## config.mk

```make
export PLATFORM = sky130hd
export DESIGN_NAME = blocked_progress_watchdog
export DESIGN_NICKNAME = d
export VERILOG_FILES = /design/src/rtl/core/bpw_pkg.sv /design/src/rtl/core/bpw_ctrl.sv /design/src/rtl/core/bpw_dpath.sv /design/src/rtl/core/blocked_progress_watchdog.sv
export SDC_FILE = /design/constraint.sdc
export NUM_CORES = 2
export LEC_CHECK = 0
export BUFFER_PORTS_ARGS = -buffer_cell sky130_fd_sc_hd__buf_4
export CORE_UTILIZATION = 45
export CTS_CLUSTER_SIZE = 40
export DETAILED_ROUTE_END_ITERATION = 12
export MAX_ROUTING_LAYER = met4
export REMOVE_ABC_BUFFERS = 1
export SYNTH_ARGS = -nofsm -noshare
export SYNTH_HDL_FRONTEND = slang
export SYNTH_SLANG_ARGS = --single-unit
```

## constraint.sdc

```tcl
create_clock -name clk -period 12.95 [get_ports clk]
set_clock_uncertainty 0.1 [all_clocks]
set_input_delay 0.6475 -clock clk [delete_from_list [all_inputs] [get_ports clk]]
set_output_delay 0.6475 -clock clk [all_outputs]
set_load 0.005 [all_outputs]
```

## src/rtl/core/bpw_pkg.sv

```systemverilog
// ============================================================================
// bpw_pkg: shared definitions for the blocked progress watchdog
// Operation, status and register codes, field widths, and the command and
// status bundles that join the controller to the datapath.
// ============================================================================
package bpw_pkg;

  // Field widths
  localparam int OPW    = 2;
  localparam int KEYW   = 16;
  localparam int RSNW   = 3;
  localparam int STW    = 3;
  localparam int BNW    = 7;
  localparam int STALLW = 22;
  localparam int SNW    = 6;
  localparam int CFG_IDX_W = 2;

  // Packed stream widths
  localparam int IN_DATA_W  = 24;
  localparam int OUT_DATA_W = 48;

  // Limits and defaults
  localparam int MAX_LIST      = 64;
  localparam int SLOTS_DEFAULT = 64;
  localparam int TICK_MS_DEFAULT = 500;
  localparam logic [STALLW-1:0] STALL_MAX   = {STALLW{1'b1}};
  localparam logic [STALLW-1:0] TIMEOUT_RST = 22'd10000;

  // Operation codes
  localparam logic [OPW-1:0] OP_TICK     = 2'd0;
  localparam logic [OPW-1:0] OP_ENTER    = 2'd1;
  localparam logic [OPW-1:0] OP_EXIT     = 2'd2;
  localparam logic [OPW-1:0] OP_PROGRESS = 2'd3;

  // Result status codes
  localparam logic [STW-1:0] ST_DONE     = 3'd0;
  localparam logic [STW-1:0] ST_DISABLED = 3'd1;
  localparam logic [STW-1:0] ST_IGNORED  = 3'd2;
  localparam logic [STW-1:0] ST_FULL     = 3'd3;
  localparam logic [STW-1:0] ST_HALTED   = 3'd4;

  // Configuration register indexes
  localparam logic [CFG_IDX_W-1:0] REG_DETECT_ENABLE = 2'd0;
  localparam logic [CFG_IDX_W-1:0] REG_HALT_ON_DEAD  = 2'd1;
  localparam logic [CFG_IDX_W-1:0] REG_STALL_LIMIT   = 2'd2;

  // Commands from the controller to the datapath
  typedef struct packed {
    logic           accept;       // latch the input item
    logic           set_progress; // progress mark
    logic           tick;         // run the stall check
    logic           scan_start;   // clear scan index, match and listing state
    logic           scan_chk;     // evaluate the slot at the scan index
    logic           idx_next;     // advance the scan index
    logic           do_enter;     // record the key in the free slot
    logic           do_exit;      // free the matched slot
    logic           emit_single;  // load a single result
    logic           emit_slot;    // load a listing result for the scanned slot
    logic [STW-1:0] status;       // status for a single result
  } bpw_cmd_t;

  // Status from the datapath to the controller
  typedef struct packed {
    logic           halted;
    logic           enable;
    logic [OPW-1:0] op;
    logic           detect;       // this tick reports a deadlock
    logic           match_found;
    logic           free_found;
    logic           scan_end;
    logic           slot_act;     // slot at the scan index is active
    logic           list_last;    // the slot being listed now is the final one
    logic           out_free;     // output register can take a result
  } bpw_stat_t;

endpackage

```

## src/rtl/core/bpw_ctrl.sv

```systemverilog
// ============================================================================
// bpw_ctrl: watchdog controller
// Sequences each item through decode, slot table scan, table update and
// result delivery, and walks the table for a deadlock listing.
// ============================================================================
module bpw_ctrl (
  input  logic                clk,
  input  logic                rst,
  input  logic                s_tvalid,
  output logic                s_tready,
  input  bpw_pkg::bpw_stat_t  stat,
  output bpw_pkg::bpw_cmd_t   cmd
);
  import bpw_pkg::*;

  localparam logic [2:0] S_IDLE     = 3'd0;
  localparam logic [2:0] S_DECIDE   = 3'd1;
  localparam logic [2:0] S_SCAN_RD  = 3'd2;
  localparam logic [2:0] S_SCAN_CHK = 3'd3;
  localparam logic [2:0] S_APPLY    = 3'd4;
  localparam logic [2:0] S_EMIT     = 3'd5;
  localparam logic [2:0] S_LIST_RD  = 3'd6;
  localparam logic [2:0] S_LIST_CHK = 3'd7;

  logic [2:0]     state;
  logic [2:0]     state_next;
  logic [STW-1:0] status;
  logic [STW-1:0] status_next;

  // Next state and command decode.
  always_comb begin
    state_next  = state;
    status_next = status;
    cmd         = '0;
    cmd.status  = status;
    s_tready    = (state == S_IDLE);
    case (state)
      S_IDLE: begin
        cmd.accept = s_tvalid;
        if (s_tvalid) begin
          state_next = S_DECIDE;
        end
      end
      S_DECIDE: begin
        if (stat.halted) begin
          status_next = ST_HALTED;
          state_next  = S_EMIT;
        end else if (!stat.enable) begin
          status_next = ST_DISABLED;
          state_next  = S_EMIT;
        end else if (stat.op == OP_PROGRESS) begin
          cmd.set_progress = 1'b1;
          status_next      = ST_DONE;
          state_next       = S_EMIT;
        end else if (stat.op == OP_TICK) begin
          cmd.tick    = 1'b1;
          status_next = ST_DONE;
          if (stat.detect) begin
            cmd.scan_start = 1'b1;
            state_next     = S_LIST_RD;
          end else begin
            state_next = S_EMIT;
          end
        end else begin
          cmd.scan_start = 1'b1;
          state_next     = S_SCAN_RD;
        end
      end
      S_SCAN_RD: begin
        state_next = S_SCAN_CHK;
      end
      S_SCAN_CHK: begin
        cmd.scan_chk = 1'b1;
        if (stat.scan_end) begin
          state_next = S_APPLY;
        end else begin
          cmd.idx_next = 1'b1;
          state_next   = S_SCAN_RD;
        end
      end
      S_APPLY: begin
        state_next = S_EMIT;
        if (stat.op == OP_ENTER) begin
          if (stat.match_found) begin
            status_next = ST_IGNORED;
          end else if (!stat.free_found) begin
            status_next = ST_FULL;
          end else begin
            cmd.do_enter = 1'b1;
            status_next  = ST_DONE;
          end
        end else begin
          if (!stat.match_found) begin
            status_next = ST_IGNORED;
          end else begin
            cmd.do_exit = 1'b1;
            status_next = ST_DONE;
          end
        end
      end
      S_EMIT: begin
        if (stat.out_free) begin
          cmd.emit_single = 1'b1;
          state_next      = S_IDLE;
        end
      end
      S_LIST_RD: begin
        state_next = S_LIST_CHK;
      end
      S_LIST_CHK: begin
        // An active slot is listed once the output register is free.
        if (stat.slot_act) begin
          if (stat.out_free) begin
            cmd.emit_slot = 1'b1;
            if (stat.list_last) begin
              state_next = S_IDLE;
            end else begin
              cmd.idx_next = 1'b1;
              state_next   = S_LIST_RD;
            end
          end
        end else if (stat.scan_end) begin
          state_next = S_IDLE;
        end else begin
          cmd.idx_next = 1'b1;
          state_next   = S_LIST_RD;
        end
      end
      default: begin
        state_next = S_IDLE;
      end
    endcase
  end

  // State register.
  always_ff @(posedge clk) begin
    if (rst) begin
      state  <= S_IDLE;
      status <= ST_DONE;
    end else begin
      state  <= state_next;
      status <= status_next;
    end
  end

endmodule

```

## src/rtl/core/bpw_dpath.sv

```systemverilog
// ============================================================================
// bpw_dpath: watchdog datapath
// Configuration registers, slot table memory with active bits, blocked
// count, stall timer, detection flags and the registered result stage.
// ============================================================================
module bpw_dpath #(
  parameter int SLOTS   = bpw_pkg::SLOTS_DEFAULT,
  parameter int TICK_MS = bpw_pkg::TICK_MS_DEFAULT
) (
  input  logic                                clk,
  input  logic                                rst,
  // Configuration write channel
  input  logic                                cfg_valid,
  output logic                                cfg_ready,
  input  logic [bpw_pkg::CFG_IDX_W-1:0]       cfg_index,
  input  logic [bpw_pkg::STALLW-1:0]          cfg_data,
  // Input item payload
  input  logic [bpw_pkg::IN_DATA_W-1:0]       s_tdata,
  input  logic [bpw_pkg::OPW-1:0]             s_tuser,
  // Result stream
  output logic                                m_tvalid,
  input  logic                                m_tready,
  output logic [bpw_pkg::OUT_DATA_W-1:0]      m_tdata,
  output logic [bpw_pkg::STW-1:0]             m_tuser,
  output logic                                m_tlast,
  // Controller link
  input  bpw_pkg::bpw_cmd_t                   cmd,
  output bpw_pkg::bpw_stat_t                  stat
);
  import bpw_pkg::*;

  localparam int IW = (SLOTS > 1) ? $clog2(SLOTS) : 1;
  localparam int BW = $clog2(SLOTS + 1);
  localparam int LW = BW + BNW;
  localparam int LCW = $clog2(MAX_LIST);
  localparam logic [IW-1:0] LAST_IDX = IW'(SLOTS - 1);

  // Configuration registers
  logic              detect_enable;
  logic              halt_on_deadlock;
  logic [STALLW-1:0] stall_limit;

  // Latched input item
  logic [OPW-1:0]  op;
  logic [KEYW-1:0] key;
  logic [RSNW-1:0] reason;

  // Slot table
  logic [KEYW-1:0] slot_keys [SLOTS];
  logic [RSNW-1:0] slot_reasons [SLOTS];
  logic [SLOTS-1:0] slot_active;
  logic [KEYW-1:0] rd_key;
  logic [RSNW-1:0] rd_reason;

  // Watchdog state
  logic [BW-1:0]     blocked_total;
  logic              progress_seen;
  logic [STALLW-1:0] stall_time;
  logic              already_warned;
  logic              halted;
  logic              abort_flag;

  // Scan state
  logic [IW-1:0]  scan_idx;
  logic           match_found;
  logic [IW-1:0]  match_idx;
  logic           free_found;
  logic [IW-1:0]  free_idx;
  logic [LCW-1:0] list_cnt;

  // Derived values
  logic [STALLW:0]   stall_sum;
  logic [STALLW-1:0] stall_new;
  logic              stalled;
  logic              out_free;
  logic [BNW-1:0]    blocked_now;
  logic              list_last;

  assign cfg_ready = 1'b1;

  // Configuration writes; an index past the list writes nothing.
  always_ff @(posedge clk) begin
    if (rst) begin
      detect_enable    <= 1'b0;
      halt_on_deadlock <= 1'b1;
      stall_limit      <= TIMEOUT_RST;
    end else if (cfg_valid) begin
      case (cfg_index)
        REG_DETECT_ENABLE: detect_enable    <= cfg_data[0];
        REG_HALT_ON_DEAD:  halt_on_deadlock <= cfg_data[0];
        REG_STALL_LIMIT:   stall_limit      <= cfg_data;
        default: begin
        end
      endcase
    end
  end

  // Input item latch.
  always_ff @(posedge clk) begin
    if (cmd.accept) begin
      op     <= s_tuser;
      key    <= s_tdata[KEYW-1:0];
      reason <= s_tdata[KEYW+RSNW-1:KEYW];
    end
  end

  // Slot table memory: one write port, one registered read at the scan index.
  always_ff @(posedge clk) begin
    if (cmd.do_enter) begin
      slot_keys[free_idx]    <= key;
      slot_reasons[free_idx] <= reason;
    end
    rd_key    <= slot_keys[scan_idx];
    rd_reason <= slot_reasons[scan_idx];
  end

  // Stall timer arithmetic with saturation.
  assign stall_sum = {1'b0, stall_time} + (STALLW + 1)'(TICK_MS);
  assign stall_new = stall_sum[STALLW] ? STALL_MAX : stall_sum[STALLW-1:0];
  assign stalled   = (blocked_total != '0) && !progress_seen;

  // Active bits, count and watchdog flags.
  always_ff @(posedge clk) begin
    if (rst) begin
      slot_active    <= '0;
      blocked_total  <= '0;
      progress_seen  <= 1'b0;
      stall_time     <= '0;
      already_warned <= 1'b0;
      halted         <= 1'b0;
      abort_flag     <= 1'b0;
    end else begin
      if (cmd.do_enter) begin
        slot_active[free_idx] <= 1'b1;
        blocked_total         <= blocked_total + BW'(1);
      end
      if (cmd.do_exit) begin
        slot_active[match_idx] <= 1'b0;
        if (blocked_total != '0) begin
          blocked_total <= blocked_total - BW'(1);
        end
      end
      if (cmd.set_progress) begin
        progress_seen <= 1'b1;
      end
      if (cmd.tick) begin
        progress_seen <= 1'b0;
        if (stalled) begin
          stall_time <= stall_new;
          if (stat.detect) begin
            already_warned <= 1'b1;
            abort_flag     <= halt_on_deadlock;
            if (halt_on_deadlock) begin
              halted <= 1'b1;
            end
          end
        end else begin
          stall_time     <= '0;
          already_warned <= 1'b0;
        end
      end
    end
  end

  // Scan index, key match, first free slot and listing count.
  always_ff @(posedge clk) begin
    if (rst) begin
      scan_idx    <= '0;
      match_found <= 1'b0;
      free_found  <= 1'b0;
      list_cnt    <= '0;
    end else begin
      if (cmd.scan_start) begin
        scan_idx    <= '0;
        match_found <= 1'b0;
        free_found  <= 1'b0;
        list_cnt    <= '0;
      end
      if (cmd.idx_next) begin
        scan_idx <= scan_idx + IW'(1);
      end
      if (cmd.scan_chk) begin
        if (slot_active[scan_idx] && (rd_key == key) && !match_found) begin
          match_found <= 1'b1;
        end
        if (!slot_active[scan_idx] && !free_found) begin
          free_found <= 1'b1;
        end
      end
      if (cmd.emit_slot) begin
        list_cnt <= list_cnt + LCW'(1);
      end
    end
  end

  // Slot positions found by the scan.
  always_ff @(posedge clk) begin
    if (cmd.scan_chk) begin
      if (slot_active[scan_idx] && (rd_key == key) && !match_found) begin
        match_idx <= scan_idx;
      end
      if (!slot_active[scan_idx] && !free_found) begin
        free_idx <= scan_idx;
      end
    end
  end

  // The active slot count equals the blocked count, so the listing ends at
  // whichever comes first: that count or the listing limit.
  assign list_last = (list_cnt == LCW'(MAX_LIST - 1)) ||
                     ((LW'(list_cnt) + LW'(1)) == LW'(blocked_total));

  assign blocked_now = (LW'(blocked_total) > LW'(2**BNW - 1)) ?
                       BNW'(2**BNW - 1) : BNW'(blocked_total);

  // Result register: loads when empty or when the current result is taken.
  assign out_free = !m_tvalid || m_tready;

  always_ff @(posedge clk) begin
    if (rst) begin
      m_tvalid <= 1'b0;
    end else if (cmd.emit_single || cmd.emit_slot) begin
      m_tvalid <= 1'b1;
    end else if (m_tready) begin
      m_tvalid <= 1'b0;
    end
  end

  always_ff @(posedge clk) begin
    if (cmd.emit_single) begin
      m_tuser <= cmd.status;
      m_tlast <= 1'b1;
      m_tdata <= {7'd0, RSNW'(0), SNW'(0), 1'b0, 1'b0, 1'b0,
                  stall_time, blocked_now};
    end else if (cmd.emit_slot) begin
      m_tuser <= ST_DONE;
      m_tlast <= list_last;
      m_tdata <= {7'd0, rd_reason, SNW'(scan_idx), 1'b1, abort_flag, 1'b1,
                  stall_time, blocked_now};
    end
  end

  // Status to the controller.
  always_comb begin
    stat             = '0;
    stat.halted      = halted;
    stat.enable      = detect_enable;
    stat.op          = op;
    stat.detect      = stalled && (stall_new >= stall_limit) && !already_warned;
    stat.match_found = match_found;
    stat.free_found  = free_found;
    stat.scan_end    = (scan_idx == LAST_IDX);
    stat.slot_act    = slot_active[scan_idx];
    stat.list_last   = list_last;
    stat.out_free    = out_free;
  end

endmodule

```

## src/rtl/core/blocked_progress_watchdog.sv

```systemverilog
// ============================================================================
// blocked_progress_watchdog: hang detector for blocking requesters
// Tracks requesters that enter and leave blocking waits and reports a
// deadlock when the stall time without progress reaches the timeout.
// ============================================================================
// One item is handled at a time, and its results leave through a registered
// output stage. Tick, progress, disabled and halted items pass from the
// decide state to the emit state, which loads the result. Enter and exit
// items search the slot table one entry at a time, with a read state and a
// check state per entry because the key memory has a registered read port,
// then pass through an apply state to the emit state. A tick that reports a
// deadlock walks the table the same way and lists each active slot. Any
// hold-off on the result side comes on top. The next item is accepted the
// cycle after the final result of the previous one is loaded.
// ============================================================================
module blocked_progress_watchdog #(
  parameter int SLOTS   = bpw_pkg::SLOTS_DEFAULT,
  parameter int TICK_MS = bpw_pkg::TICK_MS_DEFAULT
) (
  input  logic                              clk,
  input  logic                              rst,
  // Configuration write channel
  input  logic                              cfg_valid,
  output logic                              cfg_ready,
  input  logic [bpw_pkg::CFG_IDX_W-1:0]     cfg_index,
  input  logic [bpw_pkg::STALLW-1:0]        cfg_data,
  // Input items
  input  logic                              s_tvalid,
  output logic                              s_tready,
  // requester_key [15:0], reason_code [18:16], zero fill [23:19]
  input  logic [bpw_pkg::IN_DATA_W-1:0]     s_tdata,
  // opcode [1:0]
  input  logic [bpw_pkg::OPW-1:0]           s_tuser,
  // Result items
  output logic                              m_tvalid,
  input  logic                              m_tready,
  // blocked_now [6:0], stall_time_ms [28:7], deadlock_found [29],
  // abort_raised [30], slot_valid [31], slot_number [37:32],
  // slot_reason [40:38], zero fill [47:41]
  output logic [bpw_pkg::OUT_DATA_W-1:0]    m_tdata,
  // status [2:0]
  output logic [bpw_pkg::STW-1:0]           m_tuser,
  // last
  output logic                              m_tlast
);
  import bpw_pkg::*;

  bpw_cmd_t  cmd;
  bpw_stat_t stat;

  // Controller.
  bpw_ctrl u_ctrl (
    .clk      (clk),
    .rst      (rst),
    .s_tvalid (s_tvalid),
    .s_tready (s_tready),
    .stat     (stat),
    .cmd      (cmd)
  );

  // Datapath.
  bpw_dpath #(
    .SLOTS   (SLOTS),
    .TICK_MS (TICK_MS)
  ) u_dpath (
    .clk       (clk),
    .rst       (rst),
    .cfg_valid (cfg_valid),
    .cfg_ready (cfg_ready),
    .cfg_index (cfg_index),
    .cfg_data  (cfg_data),
    .s_tdata   (s_tdata),
    .s_tuser   (s_tuser),
    .m_tvalid  (m_tvalid),
    .m_tready  (m_tready),
    .m_tdata   (m_tdata),
    .m_tuser   (m_tuser),
    .m_tlast   (m_tlast),
    .cmd       (cmd),
    .stat      (stat)
  );

endmodule

```

# Yosys cells after proc, flatten, opt, wreduce, memory -nomap -nowiden
# Memory sizes are Yosys's and may differ from the RTL's. A register that Yosys moved wholly into a read port is not among the register bits.
# Cells that the tools add are included.
# word_totals
regBits	220
mem_bits_rw	1216
input_bits	55
out_inout_bits	55
wordCells	180
n_memories	2
# mem_list
memory	words	word_bits	read_ports	rd_clocked_by_memory_dff	write_ports	line_no	rtl
u_dpath.slot_keys	64	16	1	1	1	bpw_dpath.sv:49	logic [KEYW-1:0] slot_keys [SLOTS];
u_dpath.slot_reasons	64	3	1	1	1	bpw_dpath.sv:50	logic [RSNW-1:0] slot_reasons [SLOTS];
# classes
addsub	6
n_lt_le_gt_ge	6
eq_ne	20
n_mux	80
bitwise_logic	3
reduce_logical	37
# op_table
operator	count
64-bit 2-to-1 mux	3
64-bit AND	1
64-bit NOT	1
64-bit OR	1
3-bit 2-to-1 mux	20
29-bit 2-to-1 mux	2
22-bit 2-to-1 mux	2
1-bit 2-to-1 mux	34
3-bit one-hot mux with 8 select lines	1
22-bit by 9-bit adder with 23-bit output (second input constant)	1
22-bit greater-or-equal comparator	1
6-bit by 7-bit < comparator with 1-bit output (second input constant)	3
7-bit 2-to-1 mux	3
6-bit 2-to-1 mux	3
16-bit equality test	1
14-bit by 7-bit equality test with 1-bit output	1
2-bit 2-to-1 mux	7
2-bit AND reduction	7
6-bit by 1-bit adder with 6-bit output (second input constant)	2
1-bit demux with 6-bit select	2
3-bit equality test (second input constant)	4
6-bit equality test (second input constant)	2
6-bit by 1-bit greater-or-equal comparator with 1-bit output (second input constant)	2
2-bit nonzero test	5
23 further kinds	43

# Longest topological paths before layout
# logic_depth
word_depth	14
ltp_mapped	18
mapped_depth_nobuf	16

# By module
# From an unflattened synthesis, not the netlist that was laid out.
# unflattened
cells_unflattened	2848
area_unflattened_um2	56760.7
# by_module_without_submodules
mod	instances	cells_per_inst	area_per_inst_um2	seq_area_each_um2
bpw_dpath	1	2770	56211.4	41810.1
bpw_ctrl	1	78	549.3	120.1

# Worst setup path before layout
# No wires, ideal clock.
# synth_timing
path_type	register -> register
from	reg u_dpath.stall_time[4]
to	reg u_dpath.scan_idx[2]
setup_ns	0.120
arrival_time_ns	3.961
t_required_ns	12.730
setup_slack_ns	8.770
stages_incl_launch_ff	19
path_buffers	3
synth_period_minus_slack_ns	4.180
path_cell_list	dfxtp_1 > or3_1 > or3_1 > or2_1 > nor2b_1 > clkbuf_1 > nand2_1 > buf_2 > nand2_1 > ha_1 > a21o_1 > a21o_1 > a211o_1 > a21oi_1 > or4_1 > a31o_2 > and3b_1 > buf_2 > a211o_1
# synth_via
elab_chain_cells	12
# synth_lines
item	line_no	rtl
start, declared	bpw_dpath.sv:58	logic [STALLW-1:0] stall_time;
start signal, assigned	bpw_dpath.sv:149	stall_time <= stall_new;
22-bit by 9-bit adder with 23-bit output	bpw_dpath.sv:118	assign stall_sum = {1'b0, stall_time} + (STALLW + 1)'(TICK_MS);
22-bit 2-to-1 mux	bpw_dpath.sv:119	assign stall_new = stall_sum[STALLW] ? STALL_MAX : stall_sum[STALLW-1:0];
22-bit greater-or-equal comparator	bpw_dpath.sv:249	stat.detect = stalled && (stall_new >= stall_limit) && !already_warned;
1-bit logical AND (2 in series)	bpw_dpath.sv:249	
1-bit 2-to-1 mux	bpw_ctrl.sv:58	if (stat.detect) begin
1-bit 2-to-1 mux	bpw_ctrl.sv:55	end else if (stat.op == OP_TICK) begin
2-bit 2-to-1 mux	bpw_ctrl.sv:51	end else if (stat.op == OP_PROGRESS) begin
3-bit 2-to-1 mux	bpw_ctrl.sv:48	end else if (!stat.enable) begin
3-bit 2-to-1 mux	bpw_ctrl.sv:45	if (stat.halted) begin
3-bit 2-to-1 mux	bpw_ctrl.sv:37	case (state)
2-bit nonzero test (no line)	n/a	
end signal, assigned	bpw_dpath.sv:180	scan_idx <= scan_idx + IW'(1);
end, declared	bpw_dpath.sv:64	logic [IW-1:0] scan_idx;
# Every way passes these cells.
# A chain may end at the register's enable or synchronous reset.

# Worst setup path after layout
# layout_timing
from	reg u_dpath.scan_idx[0]
to	reg u_dpath.m_tdata[23] in the netlist's numbering (enable)
# layout_via
elab_chain_cells	5
# layout_lines
item	line_no	rtl
1-bit binary-select mux with 6-bit select	bpw_dpath.sv:253	stat.slot_act = slot_active[scan_idx];
1-bit 2-to-1 mux (implied by the code)	bpw_dpath.sv:253	
1-bit 2-to-1 mux	bpw_ctrl.sv:112	if (stat.slot_act) begin
1-bit 2-to-1 mux	bpw_ctrl.sv:37	
2-bit nonzero test (no line)	n/a	
end signal, assigned	bpw_dpath.sv:233	m_tdata <= {7'd0, RSNW'(0), SNW'(0), 1'b0, 1'b0, 1'b0,
end signal, assigned	bpw_dpath.sv:238	m_tdata <= {7'd0, rd_reason, SNW'(scan_idx), 1'b1, abort_flag, 1'b1,
end, declared	bpw_dpath.sv:23	output logic [bpw_pkg::OUT_DATA_W-1:0] m_tdata,
# Every way passes these cells. The select of a mux whose other input is x is not followed.

==> results.txt <==
- Result of the run: complete, no violations
- # DRC: 0
* Maximum number of pins on one net before global-route repair: 135
- The pre-antenna-repair detailed-routing pass consisted of 5 iterations.
- Max-capacitance violation count: 0
- Yosys reg bits: 1,454
* TritonCTS clock tree: done
- First-pass GRT wire length: 196,000 µm
- Detailed placement ended at an HPWL of 72,200 µm.
* Minimum hold slack: about 0.067 ns
* Number of top-level pins: 110
* Met1 Resource Use GR: between 20 and 30%
* Die height: ~360 µm
- H-tree level count: 4
- Once detail routing completed, the nets flagged for antenna violations numbered 0.
- The synthesized design contains 1,281 enable-type register cells.
- Stage delay of the slowest cell on the critical path: 0.85 ns
- The worst-case IR drop observed on VDD is 0.120 mV.
- Final max-slew violation count: 0
* Synthesis-to-layout area growth: 14.0%
* Port Buffers: 96
- The routed design has 134,000 µm of wire.
- Type of the tightest min-delay check: primary input to flop
- Summed negative setup slack over all endpoints: 0 ns
* Kind of capture point of the worst setup path: flop
- Once placement finished, the instance area stood at 59,700 µm².
- Critical Path Slowest Stage Cell: dfxtp_4
- Cell count after placement: 4,527
* Syn avg cell area: approximately 20 µm²
- In the global route stage, met2 resource usage came out at 35.3%.
- Derived from the worst setup path, the maximum achievable clock frequency is 175 MHz.
- Traced cell by cell, the critical path runs through buf_4, buf_12, mux4_2, mux4_2, nor2_2, a311oi_2, nor2_4, nor2_1, nor2_1, inv_1, buf_4.
- Library cell used as clock root buffer: clkbuf_16
- Counting every instance in the synthesized netlist gives 2,848.
* Worst setup timing slack at the placement stage: 7.12 ns
* Layer carrying the most global-route usage: met2
- The worst setup path is launched from a flop.
* Slew of the pin with the lowest slew margin: around 1.1 ns
- In the routed layout, each cell is associated on average with a via count of roughly 6.
* Clock Path Buffers: 3
- For this design the ratio of total power to cell area is 146 nW/µm².
- Width of the die: 357 µm
- Vias: 28,300
- Among all flip-flop cells after synthesis, the most frequent one is edfxtp_1.
* Non-filler cells in the finished layout: 4,815
* Clk Latency, worst-skew pair: 0.75 ns
- In this run the cell area of the synthesized design comes to 56,600 µm².
* Maximum net fanout on the critical path: between 90 and 100
- Post-route standard cell area excluding fillers: 64,500 µm²
- In this run the tightest slew margin relative to its limit is 24.5%.
* Share of final-layout standard cells stronger than drive strength 1: around 28%
* Initial Util: 45.6%
- Counting I/O delays and the setup requirement, the final critical path takes 5.71 ns.
- Setup repair after global routing left no endpoint under its margin.
- The worst path meets setup with between 7 and 8 ns of slack.
- The via count of the first global-routing pass was between 20,000 and 30,000.
* Total number of nets in the final design: 3,151
- Sequential cell area fraction in the yosys report: 74.1%
- The worst setup path is of the flop to flop kind.
- Sinks on Clock Net: approximately 1,500
- Clock buffer count from CTS: roughly 150
* Initial detailed-routing violation count: between 3,000 and 4,000
- Total die area: 127,000 µm²
* Post-layout total power: 9.39 mW
- The floorplan has 129 rows.
- For this run, the share of the core covered by cells in the final layout is 51.9%.
- Finish-stage setup viols: 0
- In the global route stage, met3 resource usage came out at about 3.5%.
- Yosys warnings: 0
- After detailed routing, the average wire length per cell comes to 27.9 µm.
* Buffers inserted by post-CTS timing repair: 0
- Post-route fraction of the period consumed by the critical path: 44.1%
- GRT Overall Usage: 22.1%
* Grt total ovfl: 0
- Routability Congestion: 0.840
* Unique masters post-synth: 64
- CP required: 13.23 ns
- # resized after CTS: 0
- Final hold violation count: 0
* Worst EP arrival: 5.98 ns
- P_leak: 19.9 nW
- Clock-pin slew was measured on the worst setup and hold paths at 0.06 ns.
* Placeable core region: 124,000 µm²
* Async set-reset flop share out of synthesis: 0%
- The number of antenna violations at the first check in global routing came to 4.
[cell families (layout without fill, tap and decap cells)]
family	after synthesis	in the layout	synth area share, %
adder cells (fa/ha/maj)	31	31	0.686
flip-flops	1454	1454	74.1
other	2	9	0.0133
AO/OA/AOI/OAI	230	230	2.80
buffers and inverters	194	517	1.46
XOR/XNOR	40	40	0.619
multiplexers	446	446	16.7
AND/OR/NAND/NOR	451	451	3.60
[state kept, by name, indices dropped and copies added, names as in the netlist, 2 cells and up]
register and count:
u_dpath.stall_limit 22, u_dpath.stall_time 22, u_dpath.blocked_now 7, u_dpath.rd_key 16, u_dpath.free_idx 6, u_dpath.op 2, u_dpath.rd_reason 3, u_dpath.slot_active 64
u_ctrl.state 3, u_dpath.list_cnt 6, u_dpath.scan_idx 6, u_dpath.key 16, u_ctrl.status 3, u_dpath.reason 3, u_dpath.m_tuser 3, u_dpath.m_tdata 40
u_dpath.slot_reasons 192, u_dpath.slot_keys 1024, u_dpath.match_idx 6
[metal layers]
| layer | vias up | wire (µm) |
|---|---|---|
| met4 | 0 | 2920 |
| met2 | 1035 | 66900 |
| li1 | 12000 | - |
| met1 | 15100 | 55800 |
| met5 | - | 0 |
| met3 | 186 | 8460 |
[cell type report]
cell class / instances / area (µm²)
fillers: 9665 / 59700
diodes: 1 / 2.50
inverters: 38 / 143
clock buffers: 187 / 4030
clock inverters: 74 / 507
multi-input cells: 1206 / 14000
repair buffers: 218 / 1750
well taps: 1637 / 2050
flip-flops and latches: 1454 / 42000
[path summary, 6_finish.rpt]
| path | startpoint | end | slack, ns | cells after the start |
|---|---|---|---|---|
| worst max-delay path | u_dpath.scan_idx[0]$_SDFFE_PP0P_ | u_dpath.m_tdata[23]$_DFFE_PP_ | 7.24 | 11 |
| worst min-delay path | cfg_data[19] | u_dpath.stall_limit[19]$_SDFFE_PP0P_ | 0.07 | 3 |
| worst max register to register | u_dpath.scan_idx[0]$_SDFFE_PP0P_ | u_dpath.m_tdata[23]$_DFFE_PP_ | 7.24 | 11 |
| worst min register to register | u_dpath.stall_time[1]$_SDFFE_PP0P_ | u_dpath.m_tdata[8]$_DFFE_PP_ | 0.36 | 0 |
[cell usage after synthesis, types with 3 or more instances]
cell,n,area [µm²]
nor2b_1,15,93.8
nand2_1,119,447
a211oi_1,68,510
and3_1,18,113
nor3b_1,5,37.5
nand3b_1,4,30.0
nand2b_1,9,56.3
buf_4,9,67.6
a21o_1,7,52.6
a31oi_1,6,37.5
buf_1,15,56.3
and2_1,4,25.0
or2_2,4,25.0
ha_1,31,388
a22o_1,23,201
nand4_1,6,37.5
mux2i_1,29,290
buf_2,38,190
or3b_2,3,26.3
mux4_2,396,8920
xnor2_1,21,184
a311oi_1,4,35.0
dfxtp_1,173,3460
nor4_1,6,37.5
o21ai_0,33,165
and3b_1,4,35.0
mux2_2,21,236
inv_1,38,143
edfxtp_1,1281,38500
xor2_1,19,166
or3_1,6,37.5
clkbuf_1,92,345
nand3_1,24,120
a211o_1,10,87.6
a21oi_1,58,290
o21a_1,3,22.5
nor2_1,197,739
nor3_1,15,75.1
[where the power goes]
| part | internal [mW] | total (mW) | switching (mW) |
|---|---|---|---|
| clock | 2.31 | 4.02 | 1.71 |
| sequential | 5.15 | 5.16 | 0.0102 |
| combinational | 0.0524 | 0.211 | 0.159 |
| total | 7.51 | 9.39 | 1.88 |
[repair_timing]
item,in CTS,in global routing
endpoints found under the setup margin,0,0
hold buffers,26,0
hold endpoints to repair,26,0
[worst max-delay path, delay by kind of cell, from the launching register on]
family                 cells  cell delay (ns)
buffers and inverters      4             1.85
AND/OR/NAND/NOR            4             1.16
flip-flops                 1             0.85
multiplexers               2             0.65
AO/OA/AOI/OAI              1             0.53
[layout by cell type (no fill, tap or decap), drive strengths merged, types with 7 or more instances in the layout]
cell type | synthesis | layout
edfxtp | 1281 | 1281
mux4 | 396 | 396
nor2 | 199 | 199
buf | 64 | 192
clkbuf | 92 | 187
dfxtp | 173 | 173
nand2 | 119 | 119
a211oi | 68 | 68
clkinv | 0 | 60
a21oi | 58 | 58
inv | 38 | 40
o21ai | 33 | 33
ha | 31 | 31
mux2i | 29 | 29
dlygate4sd3 | 0 | 26
nand3 | 24 | 24
a22o | 23 | 23
mux2 | 21 | 21
xnor2 | 21 | 21
xor2 | 19 | 19
and3 | 18 | 18
nor2b | 15 | 15
nor3 | 15 | 15
a211o | 10 | 10
nand2b | 9 | 9
conb | 2 | 8
a21o | 7 | 7
Power figures use the tool's default switching activity.
